### src/rtl/phfa_pkg.sv
// Shared types, constants and helpers of the per-hart page free list allocator.
`timescale 1ns / 1ps
`default_nettype none

package phfa_pkg;

    // Geometry
    localparam int HART_COUNT  = 8;
    localparam int PAGE_BYTES  = 4096;
    localparam int MAX_PAGES   = 32768;

    localparam int ADDR_W      = 32;
    localparam int HART_IN_W   = 3;
    localparam int PAGE_SHIFT  = $clog2(PAGE_BYTES);
    localparam int PN_W        = ADDR_W - PAGE_SHIFT;
    localparam int HART_W      = (HART_COUNT > 1) ? $clog2(HART_COUNT) : 1;
    localparam int SLOT_W      = $clog2(MAX_PAGES);
    localparam int LINK_W      = SLOT_W + 1;
    localparam logic [LINK_W-1:0] NO_SLOT = LINK_W'(MAX_PAGES);

    // Stream widths
    localparam int S_TDATA_W   = 40;
    localparam int S_TUSER_W   = 1;
    localparam int M_TDATA_W   = 32;
    localparam int M_TUSER_W   = 2;

    // Configuration port
    localparam int CFG_IDX_W   = 1;
    localparam int CFG_DATA_W  = 32;
    localparam logic [CFG_IDX_W-1:0] REG_POOL_START = 1'd0;
    localparam logic [CFG_IDX_W-1:0] REG_POOL_STOP  = 1'd1;
    localparam logic [ADDR_W-1:0] POOL_START_RST = 32'h8000_0000;
    localparam logic [ADDR_W-1:0] POOL_STOP_RST  = 32'h8800_0000;

    // Command queue
    localparam int QUEUE_DEPTH = 2;
    localparam int QPTR_W      = (QUEUE_DEPTH > 1) ? $clog2(QUEUE_DEPTH) : 1;
    localparam int QCNT_W      = $clog2(QUEUE_DEPTH + 1);

    // Request operation codes
    localparam logic OP_ALLOC = 1'b0;
    localparam logic OP_FREE  = 1'b1;

    typedef enum logic [1:0] {
        ST_OK      = 2'd0,
        ST_NOMEM   = 2'd1,
        ST_BADFREE = 2'd2
    } status_t;

    typedef enum logic [1:0] {
        CMD_ALLOC = 2'd0,
        CMD_FREE  = 2'd1,
        CMD_BAD   = 2'd2
    } cmd_kind_t;

    typedef struct packed {
        cmd_kind_t           kind;
        logic [HART_W-1:0]   hart;
        logic [SLOT_W-1:0]   slot;
    } cmd_t;

    // Page number of pool_start rounded up to a whole page
    function automatic logic [PN_W:0] base_pn(input logic [ADDR_W-1:0] start);
        logic [PN_W:0] pn;
        pn = {1'b0, start[ADDR_W-1:PAGE_SHIFT]}
           + (PN_W+1)'(|start[PAGE_SHIFT-1:0]);
        return pn;
    endfunction

endpackage

`default_nettype wire

### src/rtl/phfa_queue.sv
// Short command queue between the front end and the list engine.
`timescale 1ns / 1ps
`default_nettype none

module phfa_queue (
    input  wire logic                        aclk,
    input  wire logic                        aresetn,
    input  wire logic                        push,
    input  wire phfa_pkg::cmd_t              push_cmd,
    output logic                             full,
    output logic                             valid,
    input  wire logic                        pop,
    output phfa_pkg::cmd_t                   head_cmd,
    output logic [phfa_pkg::QCNT_W-1:0]      count
);

    phfa_pkg::cmd_t                  entry_reg [phfa_pkg::QUEUE_DEPTH];
    logic [phfa_pkg::QPTR_W-1:0]     wr_ptr_reg;
    logic [phfa_pkg::QPTR_W-1:0]     rd_ptr_reg;
    logic [phfa_pkg::QCNT_W-1:0]     count_reg;
    logic                            do_push;
    logic                            do_pop;

    assign full     = (count_reg == phfa_pkg::QCNT_W'(phfa_pkg::QUEUE_DEPTH));
    assign valid    = (count_reg != '0);
    assign head_cmd = entry_reg[rd_ptr_reg];
    assign count    = count_reg;
    assign do_push  = push && !full;
    assign do_pop   = pop && valid;

    // Store entries
    always_ff @(posedge aclk) begin
        if (do_push) begin
            entry_reg[wr_ptr_reg] <= push_cmd;
        end
    end

    // Advance pointers and fill count
    always_ff @(posedge aclk) begin
        if (!aresetn) begin
            wr_ptr_reg <= '0;
            rd_ptr_reg <= '0;
            count_reg  <= '0;
        end else begin
            if (do_push) begin
                wr_ptr_reg <= wr_ptr_reg + 1'b1;
            end
            if (do_pop) begin
                rd_ptr_reg <= rd_ptr_reg + 1'b1;
            end
            if (do_push && !do_pop) begin
                count_reg <= count_reg + 1'b1;
            end else if (do_pop && !do_push) begin
                count_reg <= count_reg - 1'b1;
            end
        end
    end

endmodule

`default_nettype wire

### config.mk
export PLATFORM = sky130hd
export DESIGN_NAME = phfa_queue
export DESIGN_NICKNAME = d
export VERILOG_FILES = /design/src/rtl/phfa_pkg.sv /design/src/rtl/phfa_queue.sv
export SDC_FILE = /design/constraint.sdc
export NUM_CORES = 1
export LEC_CHECK = 0
export BUFFER_PORTS_ARGS = -buffer_cell sky130_fd_sc_hd__buf_2
export CAP_MARGIN = 20
export CORE_MARGIN = 1
export CORE_UTILIZATION = 54
export DETAILED_ROUTE_END_ITERATION = 8
export PLACE_DENSITY = 0.88
export SLEW_MARGIN = 20
export SYNTH_ARGS = -nofsm -noshare
export SYNTH_HDL_FRONTEND = slang
export SYNTH_SLANG_ARGS = --single-unit
### constraint.sdc
create_clock -name aclk -period 4.5 [get_ports aclk]
set_input_delay 0.225 -clock aclk [delete_from_list [all_inputs] [get_ports aclk]]
set_output_delay 0.225 -clock aclk [all_outputs]
set_load 0.02 [all_outputs]
Word level (Yosys, flattened, before mapping). Memory sizes are Yosys's and may differ from the RTL's. A register that Yosys moved wholly into a read port is not among the register bits. Index checks and enable logic that the tools add are counted.

$add $sub $neg: 4. Reductions and logical operators: 9. Equal/unequal tests: 1. Muxes and demuxes: 6.

Operators by type and width (number): $logic_and A1 B1 Y1 (4); $mux W1 (4); $mux W2 (2); $reduce_bool A2 Y1 (2); $logic_not A1 Y1 (3); $add A1 B1 Y1 const B (2); $add A2 B1 Y2 const B (1); $eq A2 B2 Y1 const B (1); $sub A2 B1 Y2 const B (1).

Output and inout bits: 24. Word-level logic and storage cells: 24. RAM bits: 40. Memories: 1. Input port bits: 24. Register bits: 4.

Memories: entry_reg (depth 2, bits a word 20, read ports 1, clocked after Yosys merged registers in 1, wr ports 1, RTL line phfa_queue.sv:17) `phfa_pkg::cmd_t entry_reg [phfa_pkg::QUEUE_DEPTH];`.

Longest topological paths before layout.
Word-level depth: 7. Mapped depth: 7. Mapped depth without buffers: 7.

Least setup slack after synthesis. No wires, ideal clock.

Path type: register to register. Start: reg count_reg, in the netlist count[0]. End: mem entry_reg[0][0] (netlist name) (enable). Arrival: 1.622 ns. Cell stages (with the launch flop): 4. Path buffers: 0. Setup slack: 2.483 ns. Clock period less this slack: 2.017 ns. Cell sequence: dfxtp_1 > nand2b_1 > inv_2 > nor3_2.

Longest elaborated chain between the ends: 5.

RTL lines: start: declaration (RTL line phfa_queue.sv:20) `logic [phfa_pkg::QCNT_W-1:0] count_reg;`; start signal: assignment (RTL line phfa_queue.sv:52) `count_reg <= count_reg + 1'b1;`; start signal: assignment (RTL line phfa_queue.sv:54) `count_reg <= count_reg - 1'b1;`; $eq A2 B2 Y1 (RTL line phfa_queue.sv:24) `assign full = (count_reg == phfa_pkg::QCNT_W'(phfa_pkg::QUEUE_DEPTH));`; named net full (RTL line phfa_queue.sv:10) `output logic full,`; $logic_not A1 Y1 (RTL line phfa_queue.sv:28) `assign do_push = push && !full;`; $logic_and A1 B1 Y1 (RTL line phfa_queue.sv:28); $mux W1 (RTL line phfa_queue.sv:33) `if (do_push) begin`; $mux W1 (implied by the code) (RTL line phfa_queue.sv:34) `entry_reg[wr_ptr_reg] <= push_cmd;`; end: declaration (RTL line phfa_queue.sv:17).

The timed path passes the listed nets, and every way through them passes these cells.

==> qor.txt <==
Run status = finished with violations
Failing checks = DRC
Final Slew Violations = 0
Clock Skews = 0.0139 ns
Worst Hold Class = input pin to flip-flop
Die Area = 3320 sq um
Peak supply drop = 0.360 mV
HPWL after detailed placement = 1.80 mm
Max FO, Critical Path = 20
Unrepaired setup endpoints after global routing = false
Total chip power = 1.11 mW
Cell Pwr Density = 555 nW/um^2
Gpl congestion = 0.647
Critical Path Sink Type = output pin
Sequential area share after synthesis = 0.778
Total gr overflow = 0
Yosys warns = 0
Number of cell rows = 19
Layout fillers = 192
Total global routing track utilization = 0.167
Syn-to-layout area delta = 19.2%
Worst Path Arrival = 1.79 ns
Clock tree from TritonCTS = built
Initial Util = 0.586
CP startpoint kind = flip-flop
Register area = 1300 sq um
Crit Path Category = flip-flop to output pin
Post-DRT Antenna Nets = 0
Worst-Skew Late Latency = 0.34 ns
Synth unique cells = 21
CTS root buf = clkbuf_4
Port Buf Inserts = 47
Avg WL per Cell = 15.0 um
Initial DRC count = 28
Clock Sink Count = 45
Clock transition at the registers of the reported paths = 0.13 ns
Hold buffers post-CTS = 0
Max frequency = 497 MHz
Worst slew pin tran = 0.965 ns
Mapped Nets = 112
Nets = 164
Crit share post-route = 0.447
Ratio of cells with drive above 1 in the final layout = 0.550
Post-CTS sizing = 0
# DRC = 2
I/O pin count = 48
Leakage = 0.774 nW
CTS buffer count = 5
#FFs+latches synth = 45
Final hold violations = 0
Routed wire length = 2.56 mm
CORE AREA = 2850 sq um
Largest net degree at the start of global routing = 22
Initial antenna violation count = 0
Clock tree buffer depth = 2
Syn avg cell area = 19.2 sq um
Post-synthesis instance area = 1670 sq um
First-pass GRT wire length = 3.91 mm
Setup Viol. Count Final = 0
First-pass DRT Iterations = 6
WP data required = 4.28 ns
Max-cap viol count = 0
Via count = 898
Setup tns final = 0 ns
Number of H-tree levels = 2
Normalized max-slew margin = 0.355
Final min period = 2.01 ns
Area of the multi-input gates = 360 sq um
N_diodes = 0
Post-synthesis cell count = 87
Max reg flops = 40
Die X-Extent = 57.7 um
Die Y = 57.7 um
Average vias per placed instance = 5.25
Number of global-route vias before repair = 863
Post-CTS setup buffers = 0
-- critical path, cell delays in order (launching register included) --
cell and delay, ns:
dfxtp_1 0.88, mux2_2 0.42, buf_2 0.16
-- worst paths after layout --
| path | startpoint | to | slack, ns | depth (start not counted) |
|---|---|---|---|---|
| setup reg to reg | count[0] | entry_reg[0][0] | 2.69 | 3 |
| hold / removal | push_cmd[7] | entry_reg[0][7] | 0.06 | 1 |
| setup / recovery | flip-flop | head_cmd[10] | 2.49 | 2 |
| hold reg to reg | count[1] | count[1] | 0.54 | 2 |
-- synth_stat cells --
master,count,area share
o21ai_0,1,0.0030
xnor2_1,2,0.010
dfxtp_1,5,0.060
a21boi_0,1,0.0045
and2_1,3,0.011
buf_2,2,0.0060
ha_1,1,0.0075
or3_1,1,0.0037
and3_1,1,0.0037
edfxtp_1,40,0.72
inv_1,1,0.0022
nor2_1,1,0.0022
a21boi_1,1,0.0045
xor2_1,1,0.0052
nand2b_1,1,0.0037
or2_2,1,0.0037
o21a_1,1,0.0045
mux2_2,20,0.13
nor3_2,1,0.0060
o21ai_1,1,0.0030
inv_2,1,0.0022
-- power by group --
group          internal, mW  switching, mW
clock network        0.0597          0.116
logic                 0.156          0.201
registers             0.528         0.0459
total                 0.744          0.363
-- layer usage --
| metal | routed length [um] | global-route usage | part of all wire |
|---|---|---|---|
| met1 | 1050 | 0.197 | 0.41 |
| met4 | 34 | 0.0918 | 0.013 |
| met3 | 140 | 0.0469 | 0.055 |
| met5 | 0 | 0 | 0 |
| met2 | 1340 | 0.281 | 0.52 |
-- final cells by class --
type	instances	share of cell area
clock buffers	6	0.0207
multi-input cells	38	0.181
flip-flops and latches	45	0.652
repair buffers	47	0.118
clock inverters	2	0.00502
well taps	31	0.0194
inverters	2	0.00376
-- per-stage QoR --
stage / std cells / cell area, sq um / worst slack (ns) / util / hold slack [ns]
floorplan: 87 / 1670 / 2.48 / - / 0.324
finish: 171 / 1990 / 2.49 / 0.699 / 0.0616
global route: 171 / 1990 / 2.35 / 0.699 / 0.0386
detailed placement: 163 / 1940 / 2.64 / 0.681 / 0.417
global placement: 163 / 1940 / 2.77 / 0.681 / 0.415
CTS: 171 / 1990 / 2.39 / 0.699 / 0.0462
-- logic make-up (layout without fill, tap and decap cells) --
group,count (synthesis),count (layout),share of synthesized area
multiplexers,20,20,0.135
adder cells (fa/ha/maj),1,1,0.00748
XOR/XNOR,3,3,0.0157
flip-flops,45,45,0.778
buffers and inverters,4,57,0.0105
AO/OA/AOI/OAI,5,5,0.0194
AND/OR/NAND/NOR,9,9,0.0344
-- layout by cell type, fill, tap and decap left out, drive strengths merged --
master,synthesis,routed
and3,1,1
or2,1,1
nor2,1,1
clkinv,0,2
nand2b,1,1
nor3,1,1
xor2,1,1
buf,2,47
xnor2,2,2
a21boi,2,2
and2,3,3
mux2,20,20
o21a,1,1
ha,1,1
o21ai,2,2
inv,2,2
dfxtp,5,5
or3,1,1
clkbuf,0,6
edfxtp,40,40
Note: power is estimated with default switching activity, not from simulation.
