$ cat src/rtl/phfa_pkg.sv
// Shared types, constants and helpers of the per-hart page free list allocator.
`timescale 1ns / 1ps
`default_nettype none

package phfa_pkg;

    // Geometry
    localparam int HART_COUNT  = 8;
    localparam int PAGE_BYTES  = 4096;
    localparam int MAX_PAGES   = 32768;

    localparam int ADDR_W      = 32;
    localparam int HART_IN_W   = 3;
    localparam int PAGE_SHIFT  = $clog2(PAGE_BYTES);
    localparam int PN_W        = ADDR_W - PAGE_SHIFT;
    localparam int HART_W      = (HART_COUNT > 1) ? $clog2(HART_COUNT) : 1;
    localparam int SLOT_W      = $clog2(MAX_PAGES);
    localparam int LINK_W      = SLOT_W + 1;
    localparam logic [LINK_W-1:0] NO_SLOT = LINK_W'(MAX_PAGES);

    // Stream widths
    localparam int S_TDATA_W   = 40;
    localparam int S_TUSER_W   = 1;
    localparam int M_TDATA_W   = 32;
    localparam int M_TUSER_W   = 2;

    // Configuration port
    localparam int CFG_IDX_W   = 1;
    localparam int CFG_DATA_W  = 32;
    localparam logic [CFG_IDX_W-1:0] REG_POOL_START = 1'd0;
    localparam logic [CFG_IDX_W-1:0] REG_POOL_STOP  = 1'd1;
    localparam logic [ADDR_W-1:0] POOL_START_RST = 32'h8000_0000;
    localparam logic [ADDR_W-1:0] POOL_STOP_RST  = 32'h8800_0000;

    // Command queue
    localparam int QUEUE_DEPTH = 2;
    localparam int QPTR_W      = (QUEUE_DEPTH > 1) ? $clog2(QUEUE_DEPTH) : 1;
    localparam int QCNT_W      = $clog2(QUEUE_DEPTH + 1);

    // Request operation codes
    localparam logic OP_ALLOC = 1'b0;
    localparam logic OP_FREE  = 1'b1;

    typedef enum logic [1:0] {
        ST_OK      = 2'd0,
        ST_NOMEM   = 2'd1,
        ST_BADFREE = 2'd2
    } status_t;

    typedef enum logic [1:0] {
        CMD_ALLOC = 2'd0,
        CMD_FREE  = 2'd1,
        CMD_BAD   = 2'd2
    } cmd_kind_t;

    typedef struct packed {
        cmd_kind_t           kind;
        logic [HART_W-1:0]   hart;
        logic [SLOT_W-1:0]   slot;
    } cmd_t;

    // Page number of pool_start rounded up to a whole page
    function automatic logic [PN_W:0] base_pn(input logic [ADDR_W-1:0] start);
        logic [PN_W:0] pn;
        pn = {1'b0, start[ADDR_W-1:PAGE_SHIFT]}
           + (PN_W+1)'(|start[PAGE_SHIFT-1:0]);
        return pn;
    endfunction

endpackage

`default_nettype wire

$ cat src/rtl/phfa_front.sv
// Front end: accept requests, check free addresses and turn them into commands.
`timescale 1ns / 1ps
`default_nettype none

module phfa_front (
    input  wire logic                              s_tvalid,
    output logic                                   s_tready,
    input  wire logic [phfa_pkg::S_TDATA_W-1:0]    s_tdata,
    input  wire logic [phfa_pkg::S_TUSER_W-1:0]    s_tuser,
    input  wire logic [phfa_pkg::ADDR_W-1:0]       pool_start,
    input  wire logic [phfa_pkg::ADDR_W-1:0]       pool_stop,
    input  wire logic                              q_full,
    output logic                                   q_push,
    output phfa_pkg::cmd_t                         q_cmd
);

    logic                              op;
    logic [phfa_pkg::HART_IN_W-1:0]    hart_in;
    logic [phfa_pkg::ADDR_W-1:0]       addr;
    logic [phfa_pkg::PN_W:0]           pool_pn;
    logic [phfa_pkg::PN_W:0]           slot_diff;
    logic                              aligned;
    logic                              in_range;
    logic                              slot_fits;

    // Unpack the request
    assign op      = s_tuser[0];
    assign hart_in = s_tdata[phfa_pkg::HART_IN_W-1:0];
    assign addr    = s_tdata[phfa_pkg::HART_IN_W +: phfa_pkg::ADDR_W];

    // Classify a free: alignment, pool bounds, slot within the link store
    assign pool_pn   = phfa_pkg::base_pn(pool_start);
    assign slot_diff = {1'b0, addr[phfa_pkg::ADDR_W-1:phfa_pkg::PAGE_SHIFT]} - pool_pn;
    assign aligned   = (addr[phfa_pkg::PAGE_SHIFT-1:0] == '0);
    assign in_range  = (addr >= pool_start) && (addr < pool_stop);
    assign slot_fits = (32'(slot_diff) < 32'(phfa_pkg::MAX_PAGES));

    // Build the command
    always_comb begin
        q_cmd.hart = phfa_pkg::HART_W'(hart_in);
        q_cmd.slot = phfa_pkg::SLOT_W'(slot_diff);
        if (op == phfa_pkg::OP_ALLOC) begin
            q_cmd.kind = phfa_pkg::CMD_ALLOC;
        end else if (aligned && in_range && slot_fits) begin
            q_cmd.kind = phfa_pkg::CMD_FREE;
        end else begin
            q_cmd.kind = phfa_pkg::CMD_BAD;
        end
    end

    assign s_tready = !q_full;
    assign q_push   = s_tvalid && !q_full;

endmodule

`default_nettype wire

$ cat config.mk
export PLATFORM = sky130hd
export DESIGN_NAME = phfa_front
export DESIGN_NICKNAME = d
export VERILOG_FILES = /design/src/rtl/phfa_pkg.sv /design/src/rtl/phfa_front.sv
export SDC_FILE = /design/constraint.sdc
export NUM_CORES = 1
export LEC_CHECK = 0
export ABC_CLOCK_PERIOD_IN_PS = 3700
export BUFFER_PORTS_ARGS = -buffer_cell sky130_fd_sc_hd__buf_2
export CELL_PAD_IN_SITES_DETAIL_PLACEMENT = 2
export CELL_PAD_IN_SITES_GLOBAL_PLACEMENT = 2
export CORE_UTILIZATION = 27
export DETAILED_ROUTE_END_ITERATION = 6
export PLACE_DENSITY = 0.91
export SETUP_SLACK_MARGIN = 0.02
export SLEW_MARGIN = 20
export SYNTH_ARGS = -nofsm -noshare
export SYNTH_HDL_FRONTEND = slang
export SYNTH_SLANG_ARGS = --single-unit
$ cat constraint.sdc
create_clock -name vclk -period 3.7
set_clock_uncertainty 0.15 [all_clocks]
set_input_delay 0.185 -clock vclk [all_inputs]
set_output_delay 0.185 -clock vclk [all_outputs]
set_load 0.01 [all_outputs]
# --- Word-level counts from Yosys, hierarchy flattened ---
# Index checks and enable logic that the tools add are counted.
word_totals:
  ff_bits: 0
  latchBits: 0
  ramBits: 0
  mem_bits_ro: 0
  in_bits: 107
  n_memories: 0
op_classes:
  n_addsub: 2
  multipliers: 0
  n_div: 0
  magnitude_cmp: 3
  eq_ne: 0
  n_shift: 0
  mux: 2
  n_bitwise: 0
  n_reduce_logical: 7
op_table:
  columns: ["operator", "count"]
  rows:
  - [">= comparator 32 bit", 1]
  - ["less-than comparator 32 bit", 1]
  - ["adder 20 x 1 -> 21 bit", 1]
  - ["less-than comparator 21 x 16 -> 1 bit (second input constant)", 1]
  - ["subtractor 20 x 21 -> 21 bit", 1]
  - ["zero test 12 bit", 1]
  - ["OR reduction 12 bit", 1]
  - ["logical AND 1 bit", 4]
  - ["2-to-1 mux 2 bit", 2]
  - ["zero test 1 bit", 1]

# --- Logic depth before layout (Yosys ltp) ---
depth:
  ltp_word: 7
  ltp_mapped: 15
  mapped_depth_nobuf: 15

# --- Worst setup path before layout ---
# No wires, ideal clock.
synth_path:
  path_kind: "in2out"
  start: "input pool_start[2] in the netlist's numbering"
  end: "output q_cmd[18] in the netlist's numbering"
  arrival_ns: 3.189
  required_ns: 3.365
  slack_ns: 0.176
  path_stages: 15
  path_buffers: 0
  cell_sequence: "nor4_1 > nand3_1 > fa_1 > inv_1 > ha_1 > nor2_1 > fa_1 > nand3b_1 > a221oi_2 > a21oi_1 > o31ai_2 > nor3b_2 > o311ai_1 > nor4b_2 > and2_1"
synth_rtl:
  columns: ["item", "line_no", "source"]
  rows:
  - ["from (decl)", "phfa_front.sv:10", "input wire logic [phfa_pkg::ADDR_W-1:0] pool_start,"]
  - ["to (decl)", "phfa_front.sv:14", "output phfa_pkg::cmd_t q_cmd"]

==> summary.md <==
| Metric | Value |
|---|---|
| Switching pwr | `0.000411 W` |
| Flip-flop and latch count | `0` |
| I/O pin total | `129` |
| Post-layout net count | `781` |
| Post-synthesis sequential area ratio | `0%` |
| Number of warning messages in the yosys log | `0` |
| HPWL Detailed | `10500 um` |
| Ratio of cells with drive above 1 in the final layout | `between 20% and 30%` |
| Status | `finished, violations left` |
| Final TNS setup | `-0.519 ns` |
| Setup crit start | `pool_start[8]` |
| Finish-stage setup viols | `3` |
| 1st-pass router iterations | `4` |
| Sort of element at the end of the critical path | `output pin` |
| Post-layout min period | `3.99 ns` |
| Core ar. | `~11000 um2` |
| Unrepaired setup endpoints after global routing | `true` |
| Flip-flop and latch area | `0 um2` |
| Detail Route met2 WL | `6640 um` |
| Number of DRC markers in iteration 0 | `71` |
| Hold_buf cts | `0` |
| Final Max Slew Viols | `0` |
| Combinational share of power | `100.0%` |
| Area enclosed by the die boundary | `12000 um2` |
| Met3 routed wirelength | `349 um` |
| Data required time at the worst endpoint | `3.37 ns` |
| Initial cell density of the core | `28.2%` |
| Worst Setup Slack, final | `-0.290 ns` |
| Maxcap violations | `0` |
| Peak per-stage delay on the critical path | `0.57 ns` |
| Pwr dens | `between 150 and 200 nW/um2` |
| Peak clock frequency supported by timing | `251 MHz` |
| Overall track demand over capacity in global routing | `between 10% and 20%` |
| Least-Margin Pin Slew | `0.735 ns` |
| Mean routed wirelength per cell | `16.8 um` |
| GPL Wtd Cong | `around 0.84` |
| Maximum number of pins on one net before global-route repair | `10` |
| Total via count after detailed routing | `3556` |
| Reported leakage power | `2.35 nW` |
| Most area-hungry cell type in the Yosys netlist | `ha_1` |
| Number of endpoints with negative hold slack in the final report | `0` |
| Critical path, cell by cell | `buf_2, nor4_4, nand3_2, fa_1, inv_1, ha_2, nor2_2, fa_2, nand3b_1, a221oi_2, a21oi_2, o31ai_2, nor3b_2, o311ai_2, nor4b_2, and2_1, buf_2` |
| Top cells by area, synth | `ha_1, inv_1, a21oi_1` |
| Routed metal-1 wire length | `about 4700 um` |
| Combined area of the multi-input logic cells | `2710 um2` |
| Detailed-route wire length | `11900 um` |
| Slowest stage cell, crit path | `fa_1` |
| Critical setup path kind | `primary input to output pin` |
| Congestion Overflow GR | `0` |
| Standard-cell row count | `38` |
| Number of global-route vias before repair | `4021` |
| Port Buf Inserts | `118` |
| Arrival time reported for the critical path endpoint | `3.65 ns` |
| Worst path most repeated cell | `buf_2` |
| DR vias/cell | `5.02` |
| Chip height | `110 um` |
| Post-Syn Area | `3130 um2` |
| Most common cell after layout, fill and taps aside | `buf_2` |
| Post-synthesis to final-layout area growth | `30.9%` |
| Syn Area/Cell | `7.07 um2` |
| Final-layout worst hold slack | `0.220 ns` |
| Die X | `110 um` |
| P_int | `around 0.00032 W` |
| # diodes | `0` |
| Proportion of power drawn by the clock network | `0%` |
| Class of the most critical hold timing path | `primary input to output pin` |
| Antenna Violating Nets Remaining | `0` |
| Switching power as a share of total power | `~56%` |
| Worst-case vdd ir drop | `0.0862 mV` |
| Highest Signal Layer | `met4` |
| Crit path max fanout | `2` |
| Violated checks | `negative setup slack` |
| Layout filler cell count | `roughly 1400` |
| Clock tree buffer count of the final layout | `0` |
| Fraction of synthesized cell area taken by the top area cell type | `40.4%` |
| Cell area after placement | `3940 um2` |
| Period Utilization, post-route | `108%` |
| Sequential group share of total power | `0%` |
| Count of unique library cells instantiated by Yosys | `60` |
| Commonest cells after routing, fill and taps aside | `buf_2, inv_1, ha_1` |
| Number of instances in the synthesized netlist | `442` |
| Global-route wire length before repair | `18400 um` |
| Capture point of the worst path | `q_cmd[18]` |
| Post-route standard cell area excluding fillers | `between 4000 and 5000 um2` |
| Worst slew margin relative to its limit | `50.3%` |
| Kind of start point of the critical path | `primary input` |
| Remaining routing DRC violations | `0` |
| Number of nets in the synthesized netlist | `652` |
| Number of antenna violations at the first check in global routing | `0` |
per-stage QoR:
stage | power, W | worst slack, ns | cells | util (%)
2_1_floorplan | 0.000419 | 0.176 | 442 | -
3_3_place_gp | 0.000647 | -0.295 | 706 | 35.6
3_5_place_dp | 0.000695 | -0.500 | 706 | 35.6
4_1_cts | 0.000716 | -0.275 | 708 | 36.5
5_1_grt | 0.000807 | -0.421 | 709 | 36.9
6_report | 0.000729 | -0.290 | 709 | 36.9
cells by family (layout without fill, tap and decap cells):
kind of cell / after synthesis / count (layout) / synth area share [%]
buf+inv: 130 / 257 / 16.2
xor+xnor: 16 / 16 / 4.48
fa+ha+maj: 103 / 103 / 41.7
simple gates: 90 / 90 / 15.4
compound gates: 103 / 103 / 22.2
layer usage:
| metal | vias to the layer above | global-route usage (%) |
|---|---|---|
| met5 | - | 0 |
| met4 | 0 | 3.24 |
| met3 | 20 | 0.948 |
| met2 | 81 | 40.7 |
| met1 | 1693 | 20.3 |
| li1 | 1762 | - |
worst min-delay path by stage:
| stage | startpoint | to | slack (ns) | cells past startpoint |
|---|---|---|---|---|
| 2_1_floorplan | q_full | s_tready | 0.26 | 1 |
| 3_3_place_gp | s_tdata[1] | q_cmd[16] | 0.22 | 0 |
| 3_5_place_dp | s_tdata[1] | q_cmd[16] | 0.22 | 0 |
| 4_1_cts | s_tdata[1] | q_cmd[16] | 0.22 | 0 |
| 5_1_grt | s_tdata[2] | q_cmd[17] | 0.22 | 0 |
| 6_report | s_tdata[0] | q_cmd[15] | 0.22 | 0 |
power by group through the flow:
stage,Sequential [W],Combinational [W],Clock [W]
global placement,0,0.000647,0
global route,0,0.000807,0
floorplan,0,0.000419,0
detailed placement,0,0.000695,0
finish,0,0.000729,0
CTS,0,0.000716,0
synth_stat cells, types with 2 or more instances:
cell type and count:
a2111oi_0 2, a211oi_1 4, a21boi_0 2, a21o_1 5, a21o_2 2, a21oi_1 35
a221oi_1 2, a31o_2 2, and2_1 2, buf_4 3, clkbuf_1 2, clkinv_1 3
fa_1 2, ha_1 101, inv_1 111, inv_2 10, nand2_1 22, nand2b_1 3
nand3_1 8, nand3b_1 2, nand4_1 10, nor2_1 17, nor2b_1 4, nor3_1 3
nor4_1 10, o211ai_1 3, o21a_1 5, o21ai_0 13, o21ai_1 5, o21bai_1 2
o311ai_0 2, o311ai_1 2, o31ai_1 2, xnor2_1 11, xor2_1 5
area by class of cell:
cell class / instances / share of cell area (%)
inverters: 124 / 11.4
multi-input cells: 312 / 66.3
well taps: 140 / 4.28
repair buffers: 133 / 18.0
worst max-delay path: cells and delay by family:
kind	cells	cell delay (ns)
buffers and inverters	3	0.32
adders and majority gates	3	0.96
AOI/OAI and AO/OA	4	0.78
and+or+nand+nor	7	1.42
what timing repair did:
| item | in CTS | in global routing |
|---|---|---|
| endpoints found under the setup margin | 5 | 5 |
| resized for setup | 15 | 10 |
| pin swaps | 13 | 1 |
| setup buffers | 2 | 1 |
Power figures use the tool's default switching activity.
